===== src/hw/rtl/buddy_block_allocator_assert.svh =====
// Assertion macros shared by the buddy allocator modules.
`ifndef BUDDY_BLOCK_ALLOCATOR_ASSERT_SVH
`define BUDDY_BLOCK_ALLOCATOR_ASSERT_SVH

// Implication checked at every rising edge outside reset.
`define BBA_ASSERT_IMP(lbl, ante, cons, msg) \
	lbl: assert property (@(posedge clk) disable iff (!arst_n) (ante) |-> (cons)) \
		else $error(msg);

// At most one of a group of signals is high at every rising edge outside reset.
`define BBA_ASSERT_ONEHOT0(lbl, sig, msg) \
	lbl: assert property (@(posedge clk) disable iff (!arst_n) $onehot0(sig)) \
		else $error(msg);

`endif


===== src/hw/rtl/bba_pkg.sv =====
// Types and constants shared by the buddy allocator modules.
`timescale 1ns / 1ps
`default_nettype none
package bba_pkg;
	localparam int MIN_BLOCK_BYTES = 16;
	localparam int NUM_LEVELS      = 8;
	localparam int LVL_W           = 3;
	localparam int UNIT_W          = NUM_LEVELS - 1;
	localparam int NUM_UNITS       = 1 << UNIT_W;
	localparam int SUB_W           = $clog2(MIN_BLOCK_BYTES);
	localparam int BYTES_W         = 13;
	localparam int OFF_W           = 11;
	localparam int IN_DATA_W       = 24;
	localparam int OUT_DATA_W      = 16;

	typedef enum logic [1:0] {
		STAT_OK      = 2'd0,
		STAT_ZERO    = 2'd1,
		STAT_NOMEM   = 2'd2,
		STAT_INVALID = 2'd3
	} status_t;

	typedef enum logic [2:0] {
		S_IDLE,
		S_CHECK,
		S_SEARCH,
		S_SPLIT,
		S_TAGCHK,
		S_MERGE
	} state_t;

	typedef struct packed {
		logic    load;
		logic    search_step;
		logic    split_step;
		logic    tag_rd;
		logic    free_start;
		logic    merge_step;
		logic    emit;
		status_t emit_status;
	} cmd_t;

	typedef struct packed {
		logic is_free;
		logic zero_req;
		logic too_big;
		logic bad_offset;
		logic tag_bad;
		logic hit;
		logic search_end;
		logic split_done;
		logic merge_go;
		logic out_free;
	} stat_t;
endpackage
`default_nettype wire


===== src/hw/rtl/bba_datapath.sv =====
// Datapath of the buddy allocator: free map, block tags, working registers, result register.
`timescale 1ns / 1ps
`default_nettype none
`include "buddy_block_allocator_assert.svh"
module bba_datapath
	import bba_pkg::*;
(
	input  wire logic                  clk,
	input  wire logic                  arst_n,
	input  wire cmd_t                  cmd,
	output stat_t                      stat,
	input  wire logic [IN_DATA_W-1:0]  s_tdata,
	input  wire logic                  s_tuser,
	input  wire logic                  cfg_valid,
	output logic                       cfg_ready,
	input  wire logic [LVL_W-1:0]      cfg_data,
	output logic                       m_tvalid,
	input  wire logic                  m_tready,
	output logic [OUT_DATA_W-1:0]      m_tdata
);
	logic [NUM_UNITS-1:0] free_lvl_q [NUM_LEVELS];
	logic [LVL_W-1:0]     tag_mem_q [NUM_UNITS];
	logic [NUM_UNITS-1:0] tag_vld_q;
	logic [LVL_W-1:0]     tag_rdata_q;
	logic                 tag_rvld_q;

	logic [LVL_W-1:0]  pool_q;
	logic              mode_q;
	logic [LVL_W:0]    want_q;
	logic              zero_q;
	logic              sub_nz_q;
	logic [UNIT_W-1:0] unit_q;
	logic [LVL_W-1:0]  k_q;
	logic [UNIT_W-1:0] fidx_q;

	logic              out_vld_q;
	logic [OUT_DATA_W-1:0] out_data_q;

	logic [BYTES_W-1:0] req_bytes;
	logic [LVL_W:0]     want;
	logic [NUM_UNITS-1:0] cur_vec;
	logic               pe_any;
	logic [UNIT_W-1:0]  pe_idx;
	logic [LVL_W-1:0]   k_dn;
	logic [UNIT_W-1:0]  blk_unit;
	logic [UNIT_W-1:0]  buddy;

	assign req_bytes = s_tdata[BYTES_W-1:0];
	assign cfg_ready = 1'b1;

	// Smallest level whose block holds the request; NUM_LEVELS when none does.
	always_comb begin
		want = (LVL_W+1)'(NUM_LEVELS);
		for (int l = NUM_LEVELS - 1; l >= 0; l--) begin
			if ((BYTES_W+1)'(req_bytes) <= (BYTES_W+1)'(MIN_BLOCK_BYTES << l)) begin
				want = (LVL_W+1)'(l);
			end
		end
	end

	// Lowest-address free block at the level under search.
	always_comb begin
		cur_vec = free_lvl_q[k_q];
		pe_any  = |cur_vec;
		pe_idx  = '0;
		for (int i = NUM_UNITS - 1; i >= 0; i--) begin
			if (cur_vec[i]) begin
				pe_idx = UNIT_W'(i);
			end
		end
	end

	assign k_dn     = k_q - LVL_W'(1);
	assign blk_unit = fidx_q << k_q;
	assign buddy    = fidx_q ^ UNIT_W'(1);

	always_comb begin
		stat.is_free    = mode_q;
		stat.zero_req   = zero_q;
		stat.too_big    = want_q > {1'b0, pool_q};
		stat.bad_offset = sub_nz_q || ((unit_q >> pool_q) != '0);
		stat.tag_bad    = !tag_rvld_q || (tag_rdata_q > pool_q);
		stat.hit        = pe_any;
		stat.search_end = k_q == pool_q;
		stat.split_done = k_q == want_q[LVL_W-1:0];
		stat.merge_go   = (k_q < pool_q) && free_lvl_q[k_q][buddy];
		stat.out_free   = !out_vld_q || m_tready;
	end

	always_ff @(posedge clk or negedge arst_n) begin
		if (!arst_n) begin
			pool_q <= LVL_W'(NUM_LEVELS - 1);
			for (int l = 0; l < NUM_LEVELS; l++) begin
				free_lvl_q[l] <= '0;
			end
			free_lvl_q[NUM_LEVELS-1][0] <= 1'b1;
			tag_vld_q <= '0;
			out_vld_q <= 1'b0;
		end else begin
			if (cfg_valid) begin
				pool_q <= cfg_data;
				for (int l = 0; l < NUM_LEVELS; l++) begin
					free_lvl_q[l] <= '0;
				end
				free_lvl_q[cfg_data][0] <= 1'b1;
				tag_vld_q <= '0;
			end
			if (cmd.search_step && pe_any) begin
				free_lvl_q[k_q][pe_idx] <= 1'b0;
			end
			if (cmd.split_step) begin
				free_lvl_q[k_dn][{fidx_q[UNIT_W-2:0], 1'b1}] <= 1'b1;
			end
			if (cmd.free_start) begin
				tag_vld_q[unit_q] <= 1'b0;
			end
			if (cmd.merge_step) begin
				free_lvl_q[k_q][buddy] <= 1'b0;
			end
			if (cmd.emit && cmd.emit_status == STAT_OK) begin
				if (mode_q) begin
					free_lvl_q[k_q][fidx_q] <= 1'b1;
				end else begin
					tag_vld_q[blk_unit] <= 1'b1;
				end
			end
			if (cmd.emit) begin
				out_vld_q <= 1'b1;
			end else if (m_tready) begin
				out_vld_q <= 1'b0;
			end
		end
	end

	// Tag memory and working registers carry no reset.
	always_ff @(posedge clk) begin
		if (cmd.emit && cmd.emit_status == STAT_OK && !mode_q) begin
			tag_mem_q[blk_unit] <= k_q;
		end
		if (cmd.tag_rd) begin
			tag_rdata_q <= tag_mem_q[unit_q];
			tag_rvld_q  <= tag_vld_q[unit_q];
		end
		if (cmd.load) begin
			mode_q   <= s_tuser;
			want_q   <= want;
			zero_q   <= req_bytes == '0;
			sub_nz_q <= s_tdata[BYTES_W +: SUB_W] != '0;
			unit_q   <= s_tdata[BYTES_W+SUB_W +: UNIT_W];
			k_q      <= want[LVL_W-1:0];
		end
		if (cmd.search_step) begin
			if (pe_any) begin
				fidx_q <= pe_idx;
			end else begin
				k_q <= k_q + LVL_W'(1);
			end
		end
		if (cmd.split_step) begin
			k_q    <= k_dn;
			fidx_q <= {fidx_q[UNIT_W-2:0], 1'b0};
		end
		if (cmd.free_start) begin
			k_q    <= tag_rdata_q;
			fidx_q <= unit_q >> tag_rdata_q;
		end
		if (cmd.merge_step) begin
			k_q    <= k_q + LVL_W'(1);
			fidx_q <= fidx_q >> 1;
		end
		if (cmd.emit) begin
			if (cmd.emit_status == STAT_OK) begin
				out_data_q <= {k_q, blk_unit, {SUB_W{1'b0}}, cmd.emit_status};
			end else begin
				out_data_q <= {{(OUT_DATA_W-2){1'b0}}, cmd.emit_status};
			end
		end
	end

	assign m_tvalid = out_vld_q;
	assign m_tdata  = out_data_q;

	`BBA_ASSERT_IMP(a_emit_no_overwrite, cmd.emit, !out_vld_q || m_tready, "result overwritten")
	`BBA_ASSERT_IMP(a_split_above_target, cmd.split_step, k_q > want_q[LVL_W-1:0], "split below target")
	`BBA_ASSERT_IMP(a_merge_below_pool, cmd.merge_step, k_q < pool_q, "merge beyond pool")
endmodule
`default_nettype wire


===== src/hw/rtl/bba_controller.sv =====
// Controller state machine of the buddy allocator.
`timescale 1ns / 1ps
`default_nettype none
`include "buddy_block_allocator_assert.svh"
module bba_controller
	import bba_pkg::*;
(
	input  wire logic  clk,
	input  wire logic  arst_n,
	input  wire logic  s_tvalid,
	output logic       s_tready,
	input  wire stat_t stat,
	output cmd_t       cmd
);
	state_t state_q, state_d;

	always_ff @(posedge clk or negedge arst_n) begin
		if (!arst_n) begin
			state_q <= S_IDLE;
		end else begin
			state_q <= state_d;
		end
	end

	always_comb begin
		state_d = state_q;
		case (state_q)
			S_IDLE: begin
				if (s_tvalid) state_d = S_CHECK;
			end
			S_CHECK: begin
				if (stat.is_free) begin
					if (!stat.bad_offset) state_d = S_TAGCHK;
					else if (stat.out_free) state_d = S_IDLE;
				end else if (!stat.zero_req && !stat.too_big) begin
					state_d = S_SEARCH;
				end else if (stat.out_free) begin
					state_d = S_IDLE;
				end
			end
			S_TAGCHK: begin
				if (!stat.tag_bad) state_d = S_MERGE;
				else if (stat.out_free) state_d = S_IDLE;
			end
			S_SEARCH: begin
				if (stat.hit) state_d = S_SPLIT;
				else if (stat.search_end && stat.out_free) state_d = S_IDLE;
			end
			S_SPLIT: begin
				if (stat.split_done && stat.out_free) state_d = S_IDLE;
			end
			S_MERGE: begin
				if (!stat.merge_go && stat.out_free) state_d = S_IDLE;
			end
			default: state_d = S_IDLE;
		endcase
	end

	always_comb begin
		cmd          = '0;
		cmd.emit_status = STAT_OK;
		s_tready     = 1'b0;
		case (state_q)
			S_IDLE: begin
				s_tready = 1'b1;
				cmd.load = s_tvalid;
			end
			S_CHECK: begin
				if (stat.is_free) begin
					cmd.tag_rd      = !stat.bad_offset;
					cmd.emit        = stat.bad_offset && stat.out_free;
					cmd.emit_status = STAT_INVALID;
				end else if (stat.zero_req) begin
					cmd.emit        = stat.out_free;
					cmd.emit_status = STAT_ZERO;
				end else if (stat.too_big) begin
					cmd.emit        = stat.out_free;
					cmd.emit_status = STAT_NOMEM;
				end
			end
			S_TAGCHK: begin
				cmd.free_start  = !stat.tag_bad;
				cmd.emit        = stat.tag_bad && stat.out_free;
				cmd.emit_status = STAT_INVALID;
			end
			S_SEARCH: begin
				if (stat.hit || !stat.search_end) begin
					cmd.search_step = 1'b1;
				end else begin
					cmd.emit        = stat.out_free;
					cmd.emit_status = STAT_NOMEM;
				end
			end
			S_SPLIT: begin
				cmd.split_step = !stat.split_done;
				cmd.emit       = stat.split_done && stat.out_free;
			end
			S_MERGE: begin
				cmd.merge_step = stat.merge_go;
				cmd.emit       = !stat.merge_go && stat.out_free;
			end
			default: begin
				cmd = '0;
			end
		endcase
	end

	`BBA_ASSERT_ONEHOT0(a_one_cmd, {cmd.load, cmd.search_step, cmd.split_step, cmd.tag_rd, cmd.free_start, cmd.merge_step, cmd.emit}, "commands overlap")
	`BBA_ASSERT_IMP(a_emit_space, cmd.emit, stat.out_free, "emit without room")
	`BBA_ASSERT_IMP(a_load_idle, cmd.load, state_q == S_IDLE, "load outside idle")
endmodule
`default_nettype wire


===== src/hw/rtl/buddy_block_allocator.sv =====
// Top level of the binary buddy block allocator.
// Channel | Direction | Handshake        | Payload
// s_      | in        | s_tvalid/tready  | tuser: mode; tdata: request_bytes, block_offset
// m_      | out       | m_tvalid/tready  | tdata: status, granted_offset, granted_level
// cfg_    | in        | cfg_valid/ready  | cfg_data: pool_level
// An allocate checks the request, searches the free map upward, then splits down to the wanted level.
// A free checks the offset and the block tag, then merges with free buddies level by level.
// One item is worked on at a time; the result register frees the engine while a result waits.
// A stalled result holds the engine only at the cycle that would write the next result.
// Reset and every pool_level write leave only the pool root free and clear all block tags.
`timescale 1ns / 1ps
`default_nettype none
module buddy_block_allocator
	import bba_pkg::*;
(
	input  wire logic                  clk,
	input  wire logic                  arst_n,
	input  wire logic                  s_tvalid,
	output logic                       s_tready,
	input  wire logic [IN_DATA_W-1:0]  s_tdata,  // request_bytes[12:0], block_offset[23:13]
	input  wire logic                  s_tuser,  // mode
	output logic                       m_tvalid,
	input  wire logic                  m_tready,
	output logic [OUT_DATA_W-1:0]      m_tdata,  // status[1:0], granted_offset[12:2], granted_level[15:13]
	input  wire logic                  cfg_valid,
	output logic                       cfg_ready,
	input  wire logic [LVL_W-1:0]      cfg_data
);
	cmd_t  cmd;
	stat_t stat;

	bba_controller u_ctrl (
		.clk      (clk),
		.arst_n   (arst_n),
		.s_tvalid (s_tvalid),
		.s_tready (s_tready),
		.stat     (stat),
		.cmd      (cmd)
	);

	bba_datapath u_dp (
		.clk       (clk),
		.arst_n    (arst_n),
		.cmd       (cmd),
		.stat      (stat),
		.s_tdata   (s_tdata),
		.s_tuser   (s_tuser),
		.cfg_valid (cfg_valid),
		.cfg_ready (cfg_ready),
		.cfg_data  (cfg_data),
		.m_tvalid  (m_tvalid),
		.m_tready  (m_tready),
		.m_tdata   (m_tdata)
	);
endmodule
`default_nettype wire

===== config.mk =====
export PLATFORM = sky130hd
export DESIGN_NAME = buddy_block_allocator
export DESIGN_NICKNAME = d
export VERILOG_FILES = /design/src/hw/rtl/bba_pkg.sv /design/src/hw/rtl/bba_datapath.sv /design/src/hw/rtl/bba_controller.sv /design/src/hw/rtl/buddy_block_allocator.sv
export VERILOG_INCLUDE_DIRS = /design/src /design/src/hw/rtl
export SDC_FILE = /design/constraint.sdc
export NUM_CORES = 2
export LEC_CHECK = 0
export ABC_CLOCK_PERIOD_IN_PS = 8800
export BUFFER_PORTS_ARGS = -buffer_cell sky130_fd_sc_hd__buf_4
export CELL_PAD_IN_SITES_DETAIL_PLACEMENT = 0
export CELL_PAD_IN_SITES_GLOBAL_PLACEMENT = 2
export CORE_MARGIN = 2
export CORE_UTILIZATION = 38
export DETAILED_ROUTE_END_ITERATION = 16
export PLACE_DENSITY_LB_ADDON = 0.1
export REMOVE_ABC_BUFFERS = 1
export SETUP_SLACK_MARGIN = 0.05
export SLEW_MARGIN = 20
export SYNTH_ARGS = -nofsm -noshare
export SYNTH_HDL_FRONTEND = slang
export SYNTH_HIERARCHICAL = 1
export SYNTH_SLANG_ARGS = --single-unit

===== constraint.sdc =====
create_clock -name clk -period 8.8 [get_ports clk]
set_clock_uncertainty 0.15 [all_clocks]
set_input_delay 0.88 -clock clk [delete_from_list [all_inputs] [get_ports clk]]
set_output_delay 0.88 -clock clk [all_outputs]
set_load 0.1 [all_outputs]

==> results by group <==
Synthesis
  – Asr flop ratio synth: 0.732
  – Top cells by area, synth: dfrtp_1, edfxtp_1, a22oi_1
  – Cells after synthesis: 9976
  – Leading area contributor after synthesis: dfrtp_1
  – Syn Std Cell Area: 94200 sq um
  – Synth cell count leaders: dfrtp_1, nand2_1, clkbuf_1
  – XOR/XNOR share of the synthesized area: 0.000558
  – Yosys warns: 6
  – Post-synthesis mux area share: 0.0490
  – Post-synth EDFFs: between 400 and 500
  – Most used DFF post-synth: dfrtp_1
  – Post-synthesis adder-cell area fraction: 0.00146
  – Syn Area/Cell: 9.44 sq um
  – Sequential share of the synthesized area: 0.443
  – Combinational family with the most area after synthesis: compound AO/OA/AOI/OAI gates
  – Synth top area share: 0.307
  – Most common cell in the netlist: dfrtp_1
  – Post-synthesis cell type count: 111
  – Synth Register Bits: 1583
  – Synth Area in Compound Gates: 0.317
  – Simple-Gate Fraction of Synth Area: 0.133

Global route
  – GR met3 Demand/Resource: 0.160
  – Total GRT Usage: 0.433
  – First-pass GRT wire length: 775000 microns
  – Vias in the first global route: 94000
  – Initial antenna violation count: 52
  – Global route hottest layer: met2
  – M1 GR Usage: 0.570
  – Largest net degree at the start of global routing: 175
  – M2 GR Usage: 0.595
  – GR Overflow Total: 0

Status
  – Status: finished, violations left
  – Violated checks: setup timing

Placement
  – GPL Wtd Cong: between 1 and 1.5
  – PortBufs: 46
  – DP HPWL: 347000 microns
  – DP Area: 99500 sq um

Clock network
  – Bufs on Longest Clock Path: 3
  – Post-CTS Resized: 0
  – CTS tree: done
  – Num CTS Buffers: 188
  – H-tree level count: 4
  – Worst-Skew Late Latency: 0.94 ns
  – CTS root buffer: clkbuf_16
  – Clock transition at path regs: ~0.060 ns
  – Clk sinks: ~1600

Floorplan
  – Die W: 502 microns
  – Core ar.: 246000 sq um
  – Die Ht: 502 microns
  – Starting Density: 0.383
  – Total Die Area: 252000 sq um
  – Row count: 182
  – # IOs: 52

STA
  – Tmin final: 8.82 ns
  – Final Cycle Share: 1.00
  – Max Fclk: 0.113 GHz
  – Hold Violations, Final: 0
  – Final setup fails: 1
  – Rel. slew slack: 0.0735
  – Setup ws final: -0.0174 ns
  – Slew Viols, Final: 0
  – Unrepaired setup endpoints after global routing: no
  – Worst-margin pin slew: 1.39 ns

Routing
  – Final wirelength: 561000 microns
  – DR pass1 iterations: 7
  – Vias per cell: 7.56
  – DRC: 0
  – Vias after detailed routing: 99400
  – First DRT Iteration DRCs: roughly 16000
  – Routed Antenna Nets: 0
  – WL/cell: ~43 microns

Worst setup path
  – Worst Path Required: 9.44 ns
  – Crit-path max FO: 34
  – Arrival time worst endpoint: ~9.5 ns
  – Critical path launch point type: flip-flop
  – Crit Path Class: flip-flop to flip-flop
  – Worst setup EP type: flip-flop

Layout
  – Layout Utilization: 0.432
  – Area Growth Syn to Fin: 12.9%
  – Share of cells above drive strength 1: 0.142
  – Fin nets: between 9000 and 10000
  – Design area: 106000 sq um

Pwr
  – VDD IR max: roughly 0.55 mV
  – Total power: about 0.035 W
  – P per Cell Area: 332 nW/um^2
  – Leak pwr: 39.8 nW

Flow run
  – Max Cap Violations: 0

Min path
  – Worst min path class: input port to flip-flop
==> per-layer routing <==
metal,up-vias,wire length (microns)
met5,-,319
met4,38,41600
met3,2105,74200
met2,8083,227000
met1,50400,218000
li1,38700,-
==> worst max-delay path: stages (launching register included) <==
cell and delay (ns):
dfxtp_4 0.91, buf_4 0.42, buf_4 0.45, or3b_2 0.21, a21oi_1 0.08, a211oi_1 0.88, buf_4 0.37, and4_1 0.54
nand4_1 0.40, nor4_2 0.65, buf_4 0.22, nand3_2 0.13, nand2b_1 0.21, o22ai_1 0.15, o21ai_0 0.13, a21boi_2 0.24
nand3_1 0.12, buf_4 0.22, nor2_4 0.73, buf_4 0.71, a22oi_1 0.24, o2bb2ai_1 0.18, a31oi_1 0.18
==> path summary, 6_finish.rpt <==
| path | startpoint | slack (ns) | depth (start not counted) | to |
|---|---|---|---|---|
| setup / recovery | u_dp/k_q[2] | -0.02 | 22 | u_dp/free_lvl_q[605] |
| hold / removal | s_tuser | 0.04 | 1 | u_dp/mode_q |
| setup reg to reg | u_dp/k_q[2] | -0.02 | 22 | u_dp/free_lvl_q[605] |
| hold reg to reg | u_dp/tag_vld_q[79] | 0.37 | 1 | u_dp/tag_vld_q[79] |
| max in group asynchronous | arst_n | 5.89 | 4 | u_dp/free_lvl_q[1004] |
| min in group asynchronous | arst_n | 0.39 | 2 | u_dp/free_lvl_q[520] |
==> sequential cells by signal, summed over array words and instances (netlist names), 3 cells and up <==
| signal | count |
|---|---|
| u_ctrl/state_q | 3 |
| u_dp/fidx_q | 7 |
| u_dp/free_lvl_q | 1024 |
| u_dp/k_q | 3 |
| u_dp/m_tdata | 12 |
| u_dp/pool_q | 3 |
| u_dp/tag_mem_q | 384 |
| u_dp/tag_rdata_q | 3 |
| u_dp/tag_vld_q | 128 |
| u_dp/unit_q | 7 |
| u_dp/want_q | 4 |
==> what timing repair did <==
action                                 in CTS  in global routing
setup buffers                               0                  0
hold buffers                                8                  0
endpoints found under the hold margin      96                  0
==> cells by family (layout without fill, tap and decap cells) <==
| group | count (synthesis) | after routing |
|---|---|---|
| flip-flops | 1583 | 1583 |
| adder cells (fa/ha/maj) | 11 | 11 |
| other | 2 | 48 |
| buffers and inverters | 1253 | 1059 |
| XOR/XNOR | 6 | 6 |
| AO/OA/AOI/OAI | 4169 | 4169 |
| AND/OR/NAND/NOR | 2623 | 2623 |
| multiplexers | 329 | 329 |
==> metrics by stage <==
stage / cells / hold WS [ns] / TNS [ns] / setup slack (ns)
after floorplan: 8866 / 0.337 / - / -22.78
after global placement: 12700 / 0.349 / 0 / 0.859
after detailed placement: 12700 / 0.355 / 0 / 0.827
after CTS: 13100 / 0.0136 / 0 / 0.741
after global routing: 13100 / 0.0213 / 0 / 0.239
final: 13100 / 0.0446 / -0.0174 / -0.0174
==> final cells by class <==
class / instances / area [sq um]
well taps: 3312 / 4140
fillers: 23700 / 140000
flip-flops and latches: 1583 / 41700
multi-input cells: 7143 / 48100
repair buffers: 569 / 5150
inverters: 140 / 541
clock inverters: 88 / 1210
clock buffers: 262 / 5370
diodes: 43 / 108
==> report_power, final <==
part	switching, W	internal (W)	total (W)	leakage (nW)
combinational	0.0153	0.00328	0.0186	16.6
clock	0.00362	0.00477	0.00839	3.20
sequential	0.000320	0.00806	0.00838	20.0
total	0.0192	0.0161	0.0354	39.8
==> cells in the final DEF, fill, tap and decap left out, types with 102 or more instances in the layout <==
master and instances:
inv_1 133, o2bb2ai_1 169, nor2_1 601, edfxtp_1 420, nor2b_1 123, o211ai_1 439, nand2_1 817, o22ai_1 638
nand3_1 122, a31oi_1 198, a31o_2 108, o21ai_0 419, dfrtp_1 1155, buf_4 490, clkbuf_16 190, a21o_1 102
a21oi_1 454, a22oi_1 550, nor3_1 302, nor4_1 168, o31ai_1 120, o311a_1 187, a211oi_1 135, mux2i_1 155
(Power assumes the default switching activity.)
